<file path="config.mk">
export PLATFORM = sky130hd
export DESIGN_NAME = delta_run_length_encoder_top
export DESIGN_NICKNAME = d
export VERILOG_FILES = /design/src/sv/drle_pkg.sv /design/src/sv/drle_encode.sv /design/src/sv/drle_serialize.sv /design/src/sv/delta_run_length_encoder_top.sv
export SDC_FILE = /design/constraint.sdc
export NUM_CORES = 1
export LEC_CHECK = 0
export BUFFER_PORTS_ARGS = -buffer_cell sky130_fd_sc_hd__buf_4
export CORE_ASPECT_RATIO = 0.75
export CORE_UTILIZATION = 60
export CTS_BUF_LIST = sky130_fd_sc_hd__clkbuf_16
export CTS_CLUSTER_SIZE = 8
export DETAILED_ROUTE_END_ITERATION = 6
export HOLD_SLACK_MARGIN = 0.06
export PLACE_DENSITY = 0.79
export SKIP_CTS_REPAIR_TIMING = 1
export SYNTH_ARGS = -nofsm -noshare
export SYNTH_HDL_FRONTEND = slang
export SYNTH_SLANG_ARGS = --single-unit
</file>
<file path="constraint.sdc">
create_clock -name aclk -period 4.2 [get_ports aclk]
set_input_delay 0.84 -clock aclk [delete_from_list [all_inputs] [get_ports aclk]]
set_output_delay 0.84 -clock aclk [all_outputs]
set_load 0.01 [all_outputs]
</file>
<file path="src/sv/drle_pkg.sv">
// ----------------------------------------------------------------------------
// drle_pkg
// Types and constants shared by the delta run-length encoder modules.
// ----------------------------------------------------------------------------
package drle_pkg;

    localparam int SAMPLE_W = 14;
    localparam int DELTA_W  = 15;
    localparam int RUN_W    = 6;
    localparam int MAX_OUT  = 3;
    localparam int CNT_W    = 2;
    localparam int IDX_W    = 2;

    localparam logic [7:0]               MARK_VALID   = 8'h80;
    localparam logic [7:0]               MARK_WIDE    = 8'h40;
    localparam logic [RUN_W-1:0]         RUN_LIMIT    = 6'd63;
    localparam logic signed [DELTA_W-1:0] NARROW_BOUND = 15'sd63;

    typedef struct packed {
        logic signed [SAMPLE_W-1:0] sample;
        logic                       first_sample;
        logic                       last_sample;
    } in_item_t;

    typedef struct packed {
        logic [7:0] out_byte;
        logic       last_of_item;
    } out_item_t;

    // Bytes caused by one input item, data[0] goes out first.
    typedef struct packed {
        logic [MAX_OUT-1:0][7:0] data;
        logic [CNT_W-1:0]        count;
    } enc_bytes_t;

endpackage

</file>
<file path="src/sv/drle_encode.sv">
// ----------------------------------------------------------------------------
// drle_encode
// Coder state and the single-pass logic that turns one sample into its bytes.
// ----------------------------------------------------------------------------
module drle_encode (
    input  logic                 aclk,
    input  logic                 aresetn,
    input  logic                 take,
    input  drle_pkg::in_item_t   item,
    output drle_pkg::enc_bytes_t enc
);

    logic signed [drle_pkg::SAMPLE_W-1:0] prev_value_reg, prev_value_next;
    logic signed [drle_pkg::DELTA_W-1:0]  prev_delta_reg, prev_delta_next;
    logic                                 wide_reg, wide_next;
    logic [drle_pkg::RUN_W-1:0]           run_reg, run_next;

    logic signed [drle_pkg::DELTA_W-1:0] delta;
    logic [15:0]                         sample16;
    logic                                narrow;
    logic                                mode_after;
    logic                                repeat_hit;
    logic [drle_pkg::RUN_W-1:0]          run_inc;
    logic                                close_run;
    logic                                mark;
    logic [drle_pkg::RUN_W-1:0]          mark_count;
    logic [7:0]                          marker;
    logic [7:0]                          dhi, dlo;

    always_comb begin
        sample16   = {{2{item.sample[drle_pkg::SAMPLE_W-1]}}, item.sample};
        delta      = {item.sample[drle_pkg::SAMPLE_W-1], item.sample}
                   - {prev_value_reg[drle_pkg::SAMPLE_W-1], prev_value_reg};
        narrow     = (delta > -drle_pkg::NARROW_BOUND) && (delta < drle_pkg::NARROW_BOUND);
        mode_after = !narrow;
        repeat_hit = (delta == prev_delta_reg);
        run_inc    = run_reg + 1'b1;
        close_run  = (run_inc == drle_pkg::RUN_LIMIT) || item.last_sample;
        mark_count = repeat_hit ? run_inc : run_reg;
        marker     = drle_pkg::MARK_VALID | (mode_after ? drle_pkg::MARK_WIDE : 8'h00)
                   | {2'b00, mark_count};
        mark       = (run_reg != '0) || (wide_reg != mode_after);
        dhi        = {1'b0, delta[14:8]};
        dlo        = mode_after ? delta[7:0] : {1'b0, delta[6:0]};

        enc             = '0;
        prev_value_next = prev_value_reg;
        prev_delta_next = prev_delta_reg;
        wide_next       = wide_reg;
        run_next        = run_reg;

        if (item.first_sample) begin
            enc.data[0]     = sample16[15:8];
            enc.data[1]     = sample16[7:0];
            enc.count       = 2'd2;
            prev_value_next = item.sample;
            prev_delta_next = '0;
            wide_next       = 1'b1;
            run_next        = '0;
        end else if (repeat_hit) begin
            prev_value_next = item.sample;
            if (close_run) begin
                enc.data[0] = marker;
                enc.count   = 2'd1;
                wide_next   = mode_after;
                run_next    = '0;
            end else begin
                run_next = run_inc;
            end
        end else begin
            prev_value_next = item.sample;
            prev_delta_next = delta;
            wide_next       = mode_after;
            run_next        = '0;
            // Marker, when present, leads; delta bytes follow.
            if (mark) begin
                enc.data[0] = marker;
                if (mode_after) begin
                    enc.data[1] = dhi;
                    enc.data[2] = dlo;
                    enc.count   = 2'd3;
                end else begin
                    enc.data[1] = dlo;
                    enc.count   = 2'd2;
                end
            end else begin
                if (mode_after) begin
                    enc.data[0] = dhi;
                    enc.data[1] = dlo;
                    enc.count   = 2'd2;
                end else begin
                    enc.data[0] = dlo;
                    enc.count   = 2'd1;
                end
            end
        end
    end

    always_ff @(posedge aclk) begin
        if (!aresetn) begin
            prev_value_reg <= '0;
            prev_delta_reg <= '0;
            wide_reg       <= 1'b1;
            run_reg        <= '0;
        end else if (take) begin
            prev_value_reg <= prev_value_next;
            prev_delta_reg <= prev_delta_next;
            wide_reg       <= wide_next;
            run_reg        <= run_next;
        end
    end

endmodule

</file>
<file path="src/sv/drle_serialize.sv">
// ----------------------------------------------------------------------------
// drle_serialize
// Result register holding the bytes of one item, sent one per cycle while m_ready is high.
// ----------------------------------------------------------------------------
module drle_serialize (
    input  logic                 aclk,
    input  logic                 aresetn,
    input  logic                 load,
    input  drle_pkg::enc_bytes_t enc,
    output logic                 load_ready,
    output logic                 m_valid,
    input  logic                 m_ready,
    output drle_pkg::out_item_t  m_item
);

    logic [drle_pkg::MAX_OUT-1:0][7:0] data_reg;
    logic [drle_pkg::CNT_W-1:0]        cnt_reg;
    logic [drle_pkg::IDX_W-1:0]        idx_reg;
    logic                              valid_reg;
    logic                              at_last;
    logic                              pop;

    assign at_last    = (idx_reg == cnt_reg - 1'b1);
    assign pop        = valid_reg && m_ready;
    assign load_ready = !valid_reg || (m_ready && at_last);

    assign m_valid             = valid_reg;
    assign m_item.out_byte     = data_reg[idx_reg];
    assign m_item.last_of_item = at_last;

    always_ff @(posedge aclk) begin
        if (!aresetn) begin
            valid_reg <= 1'b0;
            idx_reg   <= '0;
        end else if (load && load_ready) begin
            // Items that cause no byte leave the register empty.
            valid_reg <= (enc.count != '0);
            idx_reg   <= '0;
        end else if (pop) begin
            if (at_last) begin
                valid_reg <= 1'b0;
            end
            idx_reg <= idx_reg + 1'b1;
        end
    end

    always_ff @(posedge aclk) begin
        if (load && load_ready) begin
            data_reg <= enc.data;
            cnt_reg  <= enc.count;
        end
    end

endmodule

</file>
<file path="src/sv/delta_run_length_encoder_top.sv">
// ----------------------------------------------------------------------------
// delta_run_length_encoder_top
// Delta run-length encoder: signed 14-bit samples in, coded bytes out.
// ----------------------------------------------------------------------------
// Input channel s_valid/s_ready/s_item carries one sample with its block
// flags; output channel m_valid/m_ready/m_item carries one byte per item,
// with last_of_item set on the final byte that a sample causes.
// A sample is held in the input register, is coded in a single pass
// into zero to three bytes, and these are registered in the byte
// register, whose current byte drives m_item.
// The byte register sends one byte per cycle while m_ready is high, so
// a sample's bytes leave one after another. The next sample is coded in
// the cycle the last byte of the previous one is taken.
// Reset clears the coder to wide mode, previous sample and delta zero, no
// open run, and empties both registers. When the receiver stalls, the
// current byte holds, the coded sample behind it waits in the input
// register, and s_ready drops once that register is full.
// ----------------------------------------------------------------------------
module delta_run_length_encoder_top (
    input  logic                aclk,
    input  logic                aresetn,
    input  logic                s_valid,
    output logic                s_ready,
    input  drle_pkg::in_item_t  s_item,
    output logic                m_valid,
    input  logic                m_ready,
    output drle_pkg::out_item_t m_item
);

    drle_pkg::in_item_t   in_item_reg;
    logic                 in_valid_reg;
    drle_pkg::enc_bytes_t enc;
    logic                 ser_ready;
    logic                 take;

    assign take    = in_valid_reg && ser_ready;
    assign s_ready = !in_valid_reg || ser_ready;

    always_ff @(posedge aclk) begin
        if (!aresetn) begin
            in_valid_reg <= 1'b0;
        end else if (s_ready) begin
            in_valid_reg <= s_valid;
        end
    end

    always_ff @(posedge aclk) begin
        if (s_valid && s_ready) begin
            in_item_reg <= s_item;
        end
    end

    drle_encode u_encode (
        .aclk    (aclk),
        .aresetn (aresetn),
        .take    (take),
        .item    (in_item_reg),
        .enc     (enc)
    );

    drle_serialize u_serialize (
        .aclk       (aclk),
        .aresetn    (aresetn),
        .load       (in_valid_reg),
        .enc        (enc),
        .load_ready (ser_ready),
        .m_valid    (m_valid),
        .m_ready    (m_ready),
        .m_item     (m_item)
    );

endmodule
</file>
Yosys cells after proc, flatten, opt, wreduce, memory -nomap -nowiden
Index checks and enable logic that the tools add are counted.
Cells by class
  bitwise operators: 3
  equality and inequality tests: 6
  magnitude comparators: 3
  reductions and logical operators: 21
  multiplexer cells: 25
  $add $sub $neg: 4
Operators by type and width (number)
  8-bit 2-to-1 mux: 5
  18-bit 2-to-1 mux: 2
  10-bit 2-to-1 mux: 3
  15-bit 2-to-1 mux: 2
  6-bit 2-to-1 mux: 4
  8-bit binary-select mux with 2-bit select: 1
  15-bit equality test: 1
  15-bit by 7-bit > comparator with 1-bit output (second input constant): 1
  15-bit by 7-bit less-than comparator with 1-bit output (second input constant): 1
  14-bit by 14-bit subtractor with 15-bit output: 1
  8-bit by 6-bit bitwise OR with 8-bit output: 1
  1-bit 2-to-1 mux: 7
  7-bit 2-to-1 mux: 1
  6-bit by 1-bit adder with 6-bit output (second input constant): 1
  6-bit equality test (second input constant): 1
  2-bit AND reduction: 3
  2-bit nonzero test: 3
  6-bit nonzero test: 1
  1-bit logical AND: 5
  1-bit logical OR: 4
  1-bit zero test: 3
  2-bit by 3-bit less-than comparator with 1-bit output (second input constant): 1
  3-bit != test (second input constant): 1
  3-bit OR reduction: 1
  other kinds (7): 8
Storage, ports and cells
  word-level logic and storage cells: 76
  flip-flop bits (word level): 82
  output and inout bits: 11
  input port bits: 20

Depth between registers and ports, before layout
Gate-level depths: netlist of the first run.
  word-level depth: 11
  gate-level depth with buffers: 16
  mapped depth without buffers: 14

Modules after synthesis
Synthesis of the first run repeated with hierarchy kept, for this count alone.
Second synthesis, totals
  cell total of the unflattened synthesis: 501
  area, all modules: 4994.8 µm²
By module, submodules not included
  drle_encode: cells each 400, instances 1, area each 3275.6 µm², seq. area each 720.7 µm²
  drle_serialize: cells each 79, instances 1, area each 1173.6 µm², seq. area each 840.8 µm²
  delta_run_length_encoder_top: cells each 22, instances 1, area each 545.5 µm², seq. area each 500.5 µm²

Worst setup path before layout of the first run
Ideal clock, no wire load.
  path type: reg2reg
  start point: reg in_item_reg[2] (netlist bit)
  end point: reg u_serialize.data_reg[0] (netlist bit) (data pin)
  required time: 3.941 ns
  buffers on the path: 2
  library setup time: 0.259 ns
  data arrival time: 3.607 ns
  path slack: 0.334 ns
  stages on the path, launching flop included: 17
  clock period less this slack: 3.866 ns
  cell sequence: edfxtp_1 > inv_1 > ha_1 > inv_1 > fa_1 > a21o_1 > a221oi_4 > o221ai_1 > xor2_1 > or2_2 > or4_4 > and2_4 > buf_6 > buf_6 > nand3_1 > a21oi_1 > o31a_1
RTL lines
  from (decl): RTL line delta_run_length_encoder_top.sv:30  | drle_pkg::in_item_t in_item_reg;
  from (signal assigned): RTL line delta_run_length_encoder_top.sv:49  | in_item_reg <= s_item;
  to (signal assigned): RTL line drle_serialize.sv:49  | data_reg <= enc.data;
  to (decl): RTL line drle_serialize.sv:16  | logic [drle_pkg::MAX_OUT-1:0][7:0] data_reg;

==> reports/results.tsv, run 1 <==
stage	metric	value	unit
logic_synthesis	yosysWarnings	0	
clocking	cts_root_buffer	clkbuf_16	
logic_synthesis	avgSynthCellArea	9.16	um^2
global_route	grt_pass1_wl	20.5	mm
cells_and_area	stdcell_count	688	
critical_path	path_max_fanout	9	
placement	numPlacedInstances	663	
clocking	clkSinkCount	82	
clocking	cts_tree	yes	
detailed_routing	totalWireLength	13.1	mm
cells_and_area	num-nets-final	616	
detailed_routing	drt_iter0_markers	439	
floorplanning	start_util	61.9	%
logic_synthesis	synthTopCellsByArea	edfxtp_1 (26%), dfxtp_1 (16%), nand2_1 (6.3%)	
power_and_ir_drop	finalPower	0.00223	W
clocking	cts.htree.levels	3	
cells_and_area	largest_reg_flops	24	
logic_synthesis	synth-main-ff-cell	edfxtp_1	
detailed_routing	drt-pass1-iter-count	5	
critical_path	reg2reg_from	in_item_reg[5]	
detailed_routing	routedWlPerCell	19.1	um
timing	skew	0.00736	ns
placement	gp_congestion	0.964	
cells_and_area	finalInstanceArea	5740	um^2
global_route	track_usage	32.1	%
critical_path	cp.required	4.30	ns
floorplanning	die_w	106	um
hold_path	hold_class	reg -> reg	
critical_path	crit_arrival	4.18	ns
floorplanning	row_count	28	
global_route	grt_pass1_vias	3964	
cells_and_area	fin_util	73.1	%
timing	slew_violations	0	
timing	tns	0	ns
timing	max_freq	245	MHz
detailed_routing	post_drt_via_cell_ratio	6.33	
global_route	antenna_found_initial	0	
critical_path	r2r_cells	11	
logic_synthesis	synth_edf_count	42	
run	drv_cap	0	
floorplanning	core	7850	um^2
logic_synthesis	synth.distinct_cells	75	
cells_and_area	multi_input_area	2620	um^2
timing	maxSlewHeadroom	35.2	%
hold_path	holdPathStages	2	
logic_synthesis	yosys.area.top_type_share	26.0	%
power_and_ir_drop	ir_worst_vdd	0.283	mV
clocking	cts_buffers	9	
logic_synthesis	synth-seq-cells	82	
placement	port_buffers	30	
logic_synthesis	syn_area	4850	um^2
logic_synthesis	synth_cells	530	
critical_path	r2r_setup_slack	0.12	ns
cells_and_area	seq_area	2060	um^2
cells_and_area	areaGrowthSynthToFinish	18.2	%
global_route	grt_max_degree	46	
cells_and_area	drive_above_1_share	19.4	%
detailed_routing	drc	0	
logic_synthesis	yosysTopAreaCell	edfxtp_1	
hold_path	whs_endpoint	u_encode.prev_value_reg[3]	
status	status	complete, no violations	
power_and_ir_drop	p_per_area	388	nW/um^2
cells_and_area	fill_cells	584	
logic_synthesis	ys_async_sr_fraction	0	%
placement	hpwl	9.47	mm
hold_path	hp-start	u_encode.prev_value_reg[3]	
critical_path	crit_type	reg -> reg	
cells_and_area	antenna_cells	0	
timing	tightest_slew	0.972	ns
critical_path	setup.worst_path.start_class	flop	
timing	rsz0062_at_grt	false	
detailed_routing	ant_nets	0	
timing	setup-violations-final	0	
clocking	max-clock-path-buffers	2	
floorplanning	dieHeight	79.9	um
clocking	clk_latency	0.34	ns
logic_synthesis	yosysSeqAreaShare	42.5	%
logic_synthesis	synth_fp_nets	568	
global_route	grt_overflow_total	0	
critical_path	endpoint_kind	flop	
critical_path	r2r_end	u_serialize.data_reg[0]	
floorplanning	num_io_pins	31	
timing	period_share	97.2	%
cells_and_area	final_cell_mix	nand2_1 (82), buf_4 (65), edfxtp_1 (42), dfxtp_1 (40), a21oi_1 (37)	
placement	place_area	5290	um^2
detailed_routing	vias	4352	
floorplanning	die_area	8460	um^2
clocking	cts.clk_slew.worst_paths	0.06	ns
timing	hold_viol	0	
power_and_ir_drop	leakagePower	2.17	nW
timing	period_minus_slack	4.08	ns
cells_and_area	final_common_cell	nand2_1	
-- layer usage --
metal | vias to the layer above | GRT usage, % | wire [um]
li1 | 2013 | - | -
met1 | 2048 | 42.6 | 5500
met2 | 251 | 51.2 | 5960
met3 | 40 | 9.06 | 1330
met4 | 0 | 9.44 | 317
met5 | - | 0 | 0
-- worst max-delay path by stage --
stage | start | endpoint | slack (ns) | cells past startpoint
6_report | in_item_reg[5] | u_serialize.data_reg[0] | 0.12 | 11
5_1_grt | in_item_reg[8] | u_serialize.data_reg[0] | 0.02 | 12
4_1_cts | in_item_reg[2] | u_serialize.data_reg[4] | -0.006 | 16
3_5_place_dp | in_item_reg[2] | u_serialize.data_reg[4] | 0.10 | 16
3_3_place_gp | in_item_reg[2] | u_serialize.data_reg[0] | 0.21 | 14
2_1_floorplan | in_item_reg[2] | u_serialize.data_reg[0] | 0.33 | 16
-- Yosys cell counts, types with 7 or more instances --
cell	n
nand4_1	7
inv_1	30
a22o_1	11
o21ai_0	25
nor3_1	7
edfxtp_1	42
ha_1	17
xor2_1	14
clkbuf_1	17
xnor2_1	15
nand2_1	82
mux2i_1	8
a21oi_1	37
nand3_1	22
dfxtp_1	40
nor2_1	27
-- logic make-up after synthesis --
| family | count (synthesis) | synth area share [%] |
|---|---|---|
| simple gates | 189 | 19.0 |
| compound gates | 139 | 19.7 |
| flops | 82 | 42.5 |
| buf+inv | 61 | 5.41 |
| xor+xnor | 33 | 6.98 |
| fa+ha+maj | 18 | 4.79 |
| mux | 8 | 1.65 |
-- per-stage QoR --
stage | hold slack (ns) | setup WS, ns
floorplan | 0.436 | 0.334
global placement | 0.442 | 0.206
detailed placement | 0.447 | 0.104
CTS | 0.456 | -0.00571
global route | 0.480 | 0.0187
finish | 0.453 | 0.118
-- layout make-up --
class / count / share of cell area [%]
flip-flops and latches: 82 / 35.9
well taps: 105 / 2.29
clock buffers: 9 / 3.93
clock inverters: 7 / 1.22
multi-input cells: 388 / 45.7
repair buffers: 66 / 8.85
inverters: 31 / 2.03
-- critical path, cell delays in order, from the launching register on --
cell and delay, ns:
edfxtp_1 0.48, ha_1 0.55, o2111ai_1 0.24, a21oi_1 0.41, o221ai_1 0.38, nor4_1 0.51, nand4_1 0.35, and2_4 0.33
buf_4 0.14, nand3_1 0.08, a21oi_1 0.09, o31a_1 0.27
-- power by group --
| group | leakage (nW) | switching, W | total (W) | internal, W |
|---|---|---|---|---|
| Sequential | 0.724 | 0.0000339 | 0.000923 | 0.000889 |
| Combinational | 1.30 | 0.000300 | 0.000520 | 0.000220 |
| Clock | 0.141 | 0.000325 | 0.000784 | 0.000459 |
| Total | 2.17 | 0.000659 | 0.00223 | 0.00157 |
Note: power is estimated with default switching activity, not from simulation.
==> run 2, diff against run 1 <==
ABC_AREA = 1   (was not set)
==> reports/results.tsv, run 2 <==
stage	metric	value	unit	change
logic_synthesis	yosys.area.top_type_share	23.3	%	was 26.0%
detailed_routing	post_drt_via_cell_ratio	5.87		was 6.33
critical_path	cpMostUsedCell	nand2_1		was a21oi_1
cells_and_area	areaGrowthSynthToFinish	9.70	%	was 18.2%
timing	skew	0.00930	ns	was 0.00736 ns
cells_and_area	drive_above_1_share	13.5	%	was 19.4%
placement	detailedPlace.worstSlack	0.768	ns	was 0.104 ns
critical_path	crit_type	reg -> reg		unchanged
power_and_ir_drop	ir_worst_vdd	0.281	mV	was 0.283 mV
global_route	track_usage	32.3	%	was 32.1%
detailed_routing	totalWireLength	14.7	mm	was 13.1 mm
critical_path	crit_arrival	3.72	ns	was 4.18 ns
logic_synthesis	synth_cells	761		was 530
placement	gp_congestion	1.02		was 0.964
logic_synthesis	synthTopCellsByCount	nand2_1 (219), inv_1 (84), nand3_1 (78)		was nand2_1 (82), edfxtp_1 (42), dfxtp_1 (40)
clocking	cts_root_buffer	clkbuf_16		unchanged
timing	setup_ws	0.644	ns	was 0.118 ns
critical_path	reg2reg_from	in_item_reg[2]		was in_item_reg[5]
global_route	grt_pass1_vias	4645		was 3964
logic_synthesis	yosysSeqAreaShare	38.1	%	was 42.5%
clocking	cts_tree	yes		unchanged
floorplanning	num_io_pins	31		unchanged
clocking	max-clock-path-buffers	2		unchanged
status	status	finished with violations		was complete, no violations
detailed_routing	ant_nets	0		unchanged
floorplanning	die_area	9410	um^2	was 8460 um^2
timing	rsz0062_at_grt	false		unchanged
detailed_routing	drc	4		was 0
timing	max_freq	281	MHz	was 245 MHz
clocking	cts.htree.levels	3		unchanged
critical_path	startpoint	in_item_reg[2]		was in_item_reg[5]
logic_synthesis	synth.distinct_cells	41		was 75
critical_path	path_max_fanout	12		was 9
logic_synthesis	synth-main-ff-cell	edfxtp_1		unchanged
run	drv_cap	0		unchanged
timing	hold_viol	0		unchanged
timing	setup-violations-final	0		unchanged
power_and_ir_drop	p_per_area	377	nW/um^2	was 388 nW/um^2
global_route	grt_pass1_wl	23.6	mm	was 20.5 mm
critical_path	crit_path_top_delay_cell	fa_1		was ha_1
clocking	cts.clk_slew.worst_paths	0.06	ns	about the same
critical_path	cp.required	4.37	ns	was 4.30 ns
cells_and_area	fin_util	69.1	%	was 73.1%
critical_path	slowest_delay	0.45	ns	was 0.55 ns
clocking	cts_buffers	9		unchanged
floorplanning	row_count	29		was 28
timing	period_share	84.7	%	was 97.2%
cells_and_area	final_cell_mix	nand2_1 (219), inv_1 (83), nand3_1 (78), nor2_1 (76), edfxtp_1 (42)		was nand2_1 (82), buf_4 (65), edfxtp_1 (42), dfxtp_1 (40), a21oi_1 (37)
critical_path	path_cells	inv_1 > ha_1 > inv_1 > fa_1 > nand2_1 > nand2_1 > nand3_1 > nand2_1 > nand2_1 > nand2_2 > xor2_1 > nor2_1 > nand2_1 > inv_2 > nand2_2 > nor2_8 > a21oi_2 > nand2_1 > nor3_1		was ha_1 > o2111ai_1 > a21oi_1 > o221ai_1 > nor4_1 > nand4_1 > and2_4 > buf_4 > nand3_1 > a21oi_1 > o31a_1
placement	port_buffers	30		unchanged
detailed_routing	drt_iter0_markers	619		was 439
hold_path	hp-start	u_encode.prev_delta_reg[5]		was u_encode.prev_value_reg[3]
logic_synthesis	synth_edf_count	42		unchanged
timing	maxSlewHeadroom	50.1	%	was 35.2%
power_and_ir_drop	finalPower	0.00224	W	was 0.00223 W
logic_synthesis	yosysTopAreaCell	edfxtp_1		unchanged
logic_synthesis	ys_async_sr_fraction	0	%	unchanged
placement	hpwl	11.1	mm	was 9.47 mm
floorplanning	core	8600	um^2	was 7850 um^2
timing	tightest_slew	0.748	ns	was 0.972 ns
clocking	clkSinkCount	82		unchanged
cells_and_area	num-nets-final	820		was 616
detailed_routing	routedWlPerCell	16.5	um	was 19.1 um
cells_and_area	antenna_cells	0		unchanged
global_route	grt_overflow_total	0		unchanged
logic_synthesis	yosysWarnings	0		unchanged
logic_synthesis	synthTopCellsByArea	edfxtp_1 (23%), nand2_1 (15%), dfxtp_1 (15%)		was edfxtp_1 (26%), dfxtp_1 (16%), nand2_1 (6.3%)
logic_synthesis	yosysMostFrequentCell	nand2_1		unchanged
cells_and_area	final_common_cell	nand2_1		unchanged
detailed_routing	drt-pass1-iter-count	7		was 5
global_route	grt_max_degree	40		was 46
clocking	clk_latency	0.34	ns	about the same
critical_path	endpoint_kind	flop		unchanged
logic_synthesis	synth_fp_nets	799		was 568
timing	period_minus_slack	3.56	ns	was 4.08 ns
floorplanning	dieHeight	84.3	um	was 79.9 um
logic_synthesis	syn_area	5420	um^2	was 4850 um^2
power_and_ir_drop	leakagePower	2.69	nW	was 2.17 nW
logic_synthesis	avgSynthCellArea	7.12	um^2	was 9.16 um^2
status	violations	design-rule violations		
floorplanning	die_w	112	um	was 106 um
hold_path	hold_class	reg -> reg		unchanged
critical_path	setup.worst_path.start_class	flop		unchanged
timing	tns	0	ns	unchanged
global_route	antenna_found_initial	0		unchanged
logic_synthesis	synth-seq-cells	82		unchanged
cells_and_area	largest_reg_flops	24		unchanged
timing	slew_violations	0		unchanged
cells_and_area	finalInstanceArea	5940	um^2	was 5740 um^2
floorplanning	start_util	63.0	%	was 61.9%
placement	place_area	5660	um^2	was 5290 um^2
detailed_routing	vias	5256		was 4352
## run 2: changes by cell type in the layout (fill, tap and decap cells not counted), sizes merged, moves of 8 or more
cell / previous run / this run
inv: 32 / 93
nand3: 22 / 84
nand4: 7 / 26
nand2: 82 / 246
buf: 66 / 33
a22o: 11 / 0
nor2: 27 / 78
o21ai: 32 / 47
mux2i: 8 / 0
xnor2: 16 / 2
## run 2: area by class of cell
| class | count | area (um^2) |
|---|---|---|
| clock buffers | 9 | 225 |
| clock inverters | 7 | 53.8 |
| well taps | 108 | 135 |
| multi-input cells | 564 | 2870 |
| flip-flops and latches | 82 | 2060 |
| repair buffers | 33 | 248 |
| fillers | 718 | 2660 |
| inverters | 92 | 345 |
## run 2: cell families after synthesis
family,after synthesis,share of synthesized area (%)
simple gates,450,37.8
buf+inv,115,8.90
compound gates,85,9.06
flops,82,38.1
fa+ha+maj,18,4.30
xor+xnor,11,1.92
## run 2: path summary, 6_finish.rpt
| path | slack, ns | to | depth (start not counted) |
|---|---|---|---|
| min reg2reg | 0.48 | u_encode.prev_delta_reg[5] | 2 |
| min | 0.48 | u_encode.prev_delta_reg[5] | 2 |
| max | 0.64 | u_serialize.data_reg[17] | 19 |
| max reg2reg | 0.64 | u_serialize.data_reg[17] | 19 |
## run 2: worst max-delay path, delay by kind of cell, from the launching register on
kind | cells | cell delay [ns]
buffers and inverters | 3 | 0.21
flip-flops | 1 | 0.38
adder cells (fa/ha/maj) | 2 | 0.59
AND/OR/NAND/NOR | 12 | 1.51
AO/OA/AOI/OAI | 1 | 0.45
XOR/XNOR | 1 | 0.23
## run 2: routing by layer
| metal | GRT usage (%) | up-vias | part of all wire [%] |
|---|---|---|---|
| met5 | 0 | - | 0 |
| met4 | 8.60 | 0 | 1.2 |
| met3 | 7.65 | 21 | 11 |
| met2 | 47.7 | 296 | 42 |
| met1 | 47.4 | 2419 | 45 |
| li1 | - | 2520 | - |
## run 2: stage by stage
step / instances / hold WS [ns]
after floorplan: 761 / 0.448
after global placement: 879 / 0.464
after detailed placement: 879 / 0.474
after CTS: 895 / 0.483
after global routing: 895 / 0.506
final: 895 / 0.485
## run 2: where the power goes
group	leakage, nW	total (W)	switching, W	internal, W
Clock	0.135	0.000748	0.000342	0.000406
Combinational	1.83	0.000571	0.000390	0.000181
Sequential	0.725	0.000923	0.0000301	0.000893
Total	2.69	0.00224	0.000762	0.00148
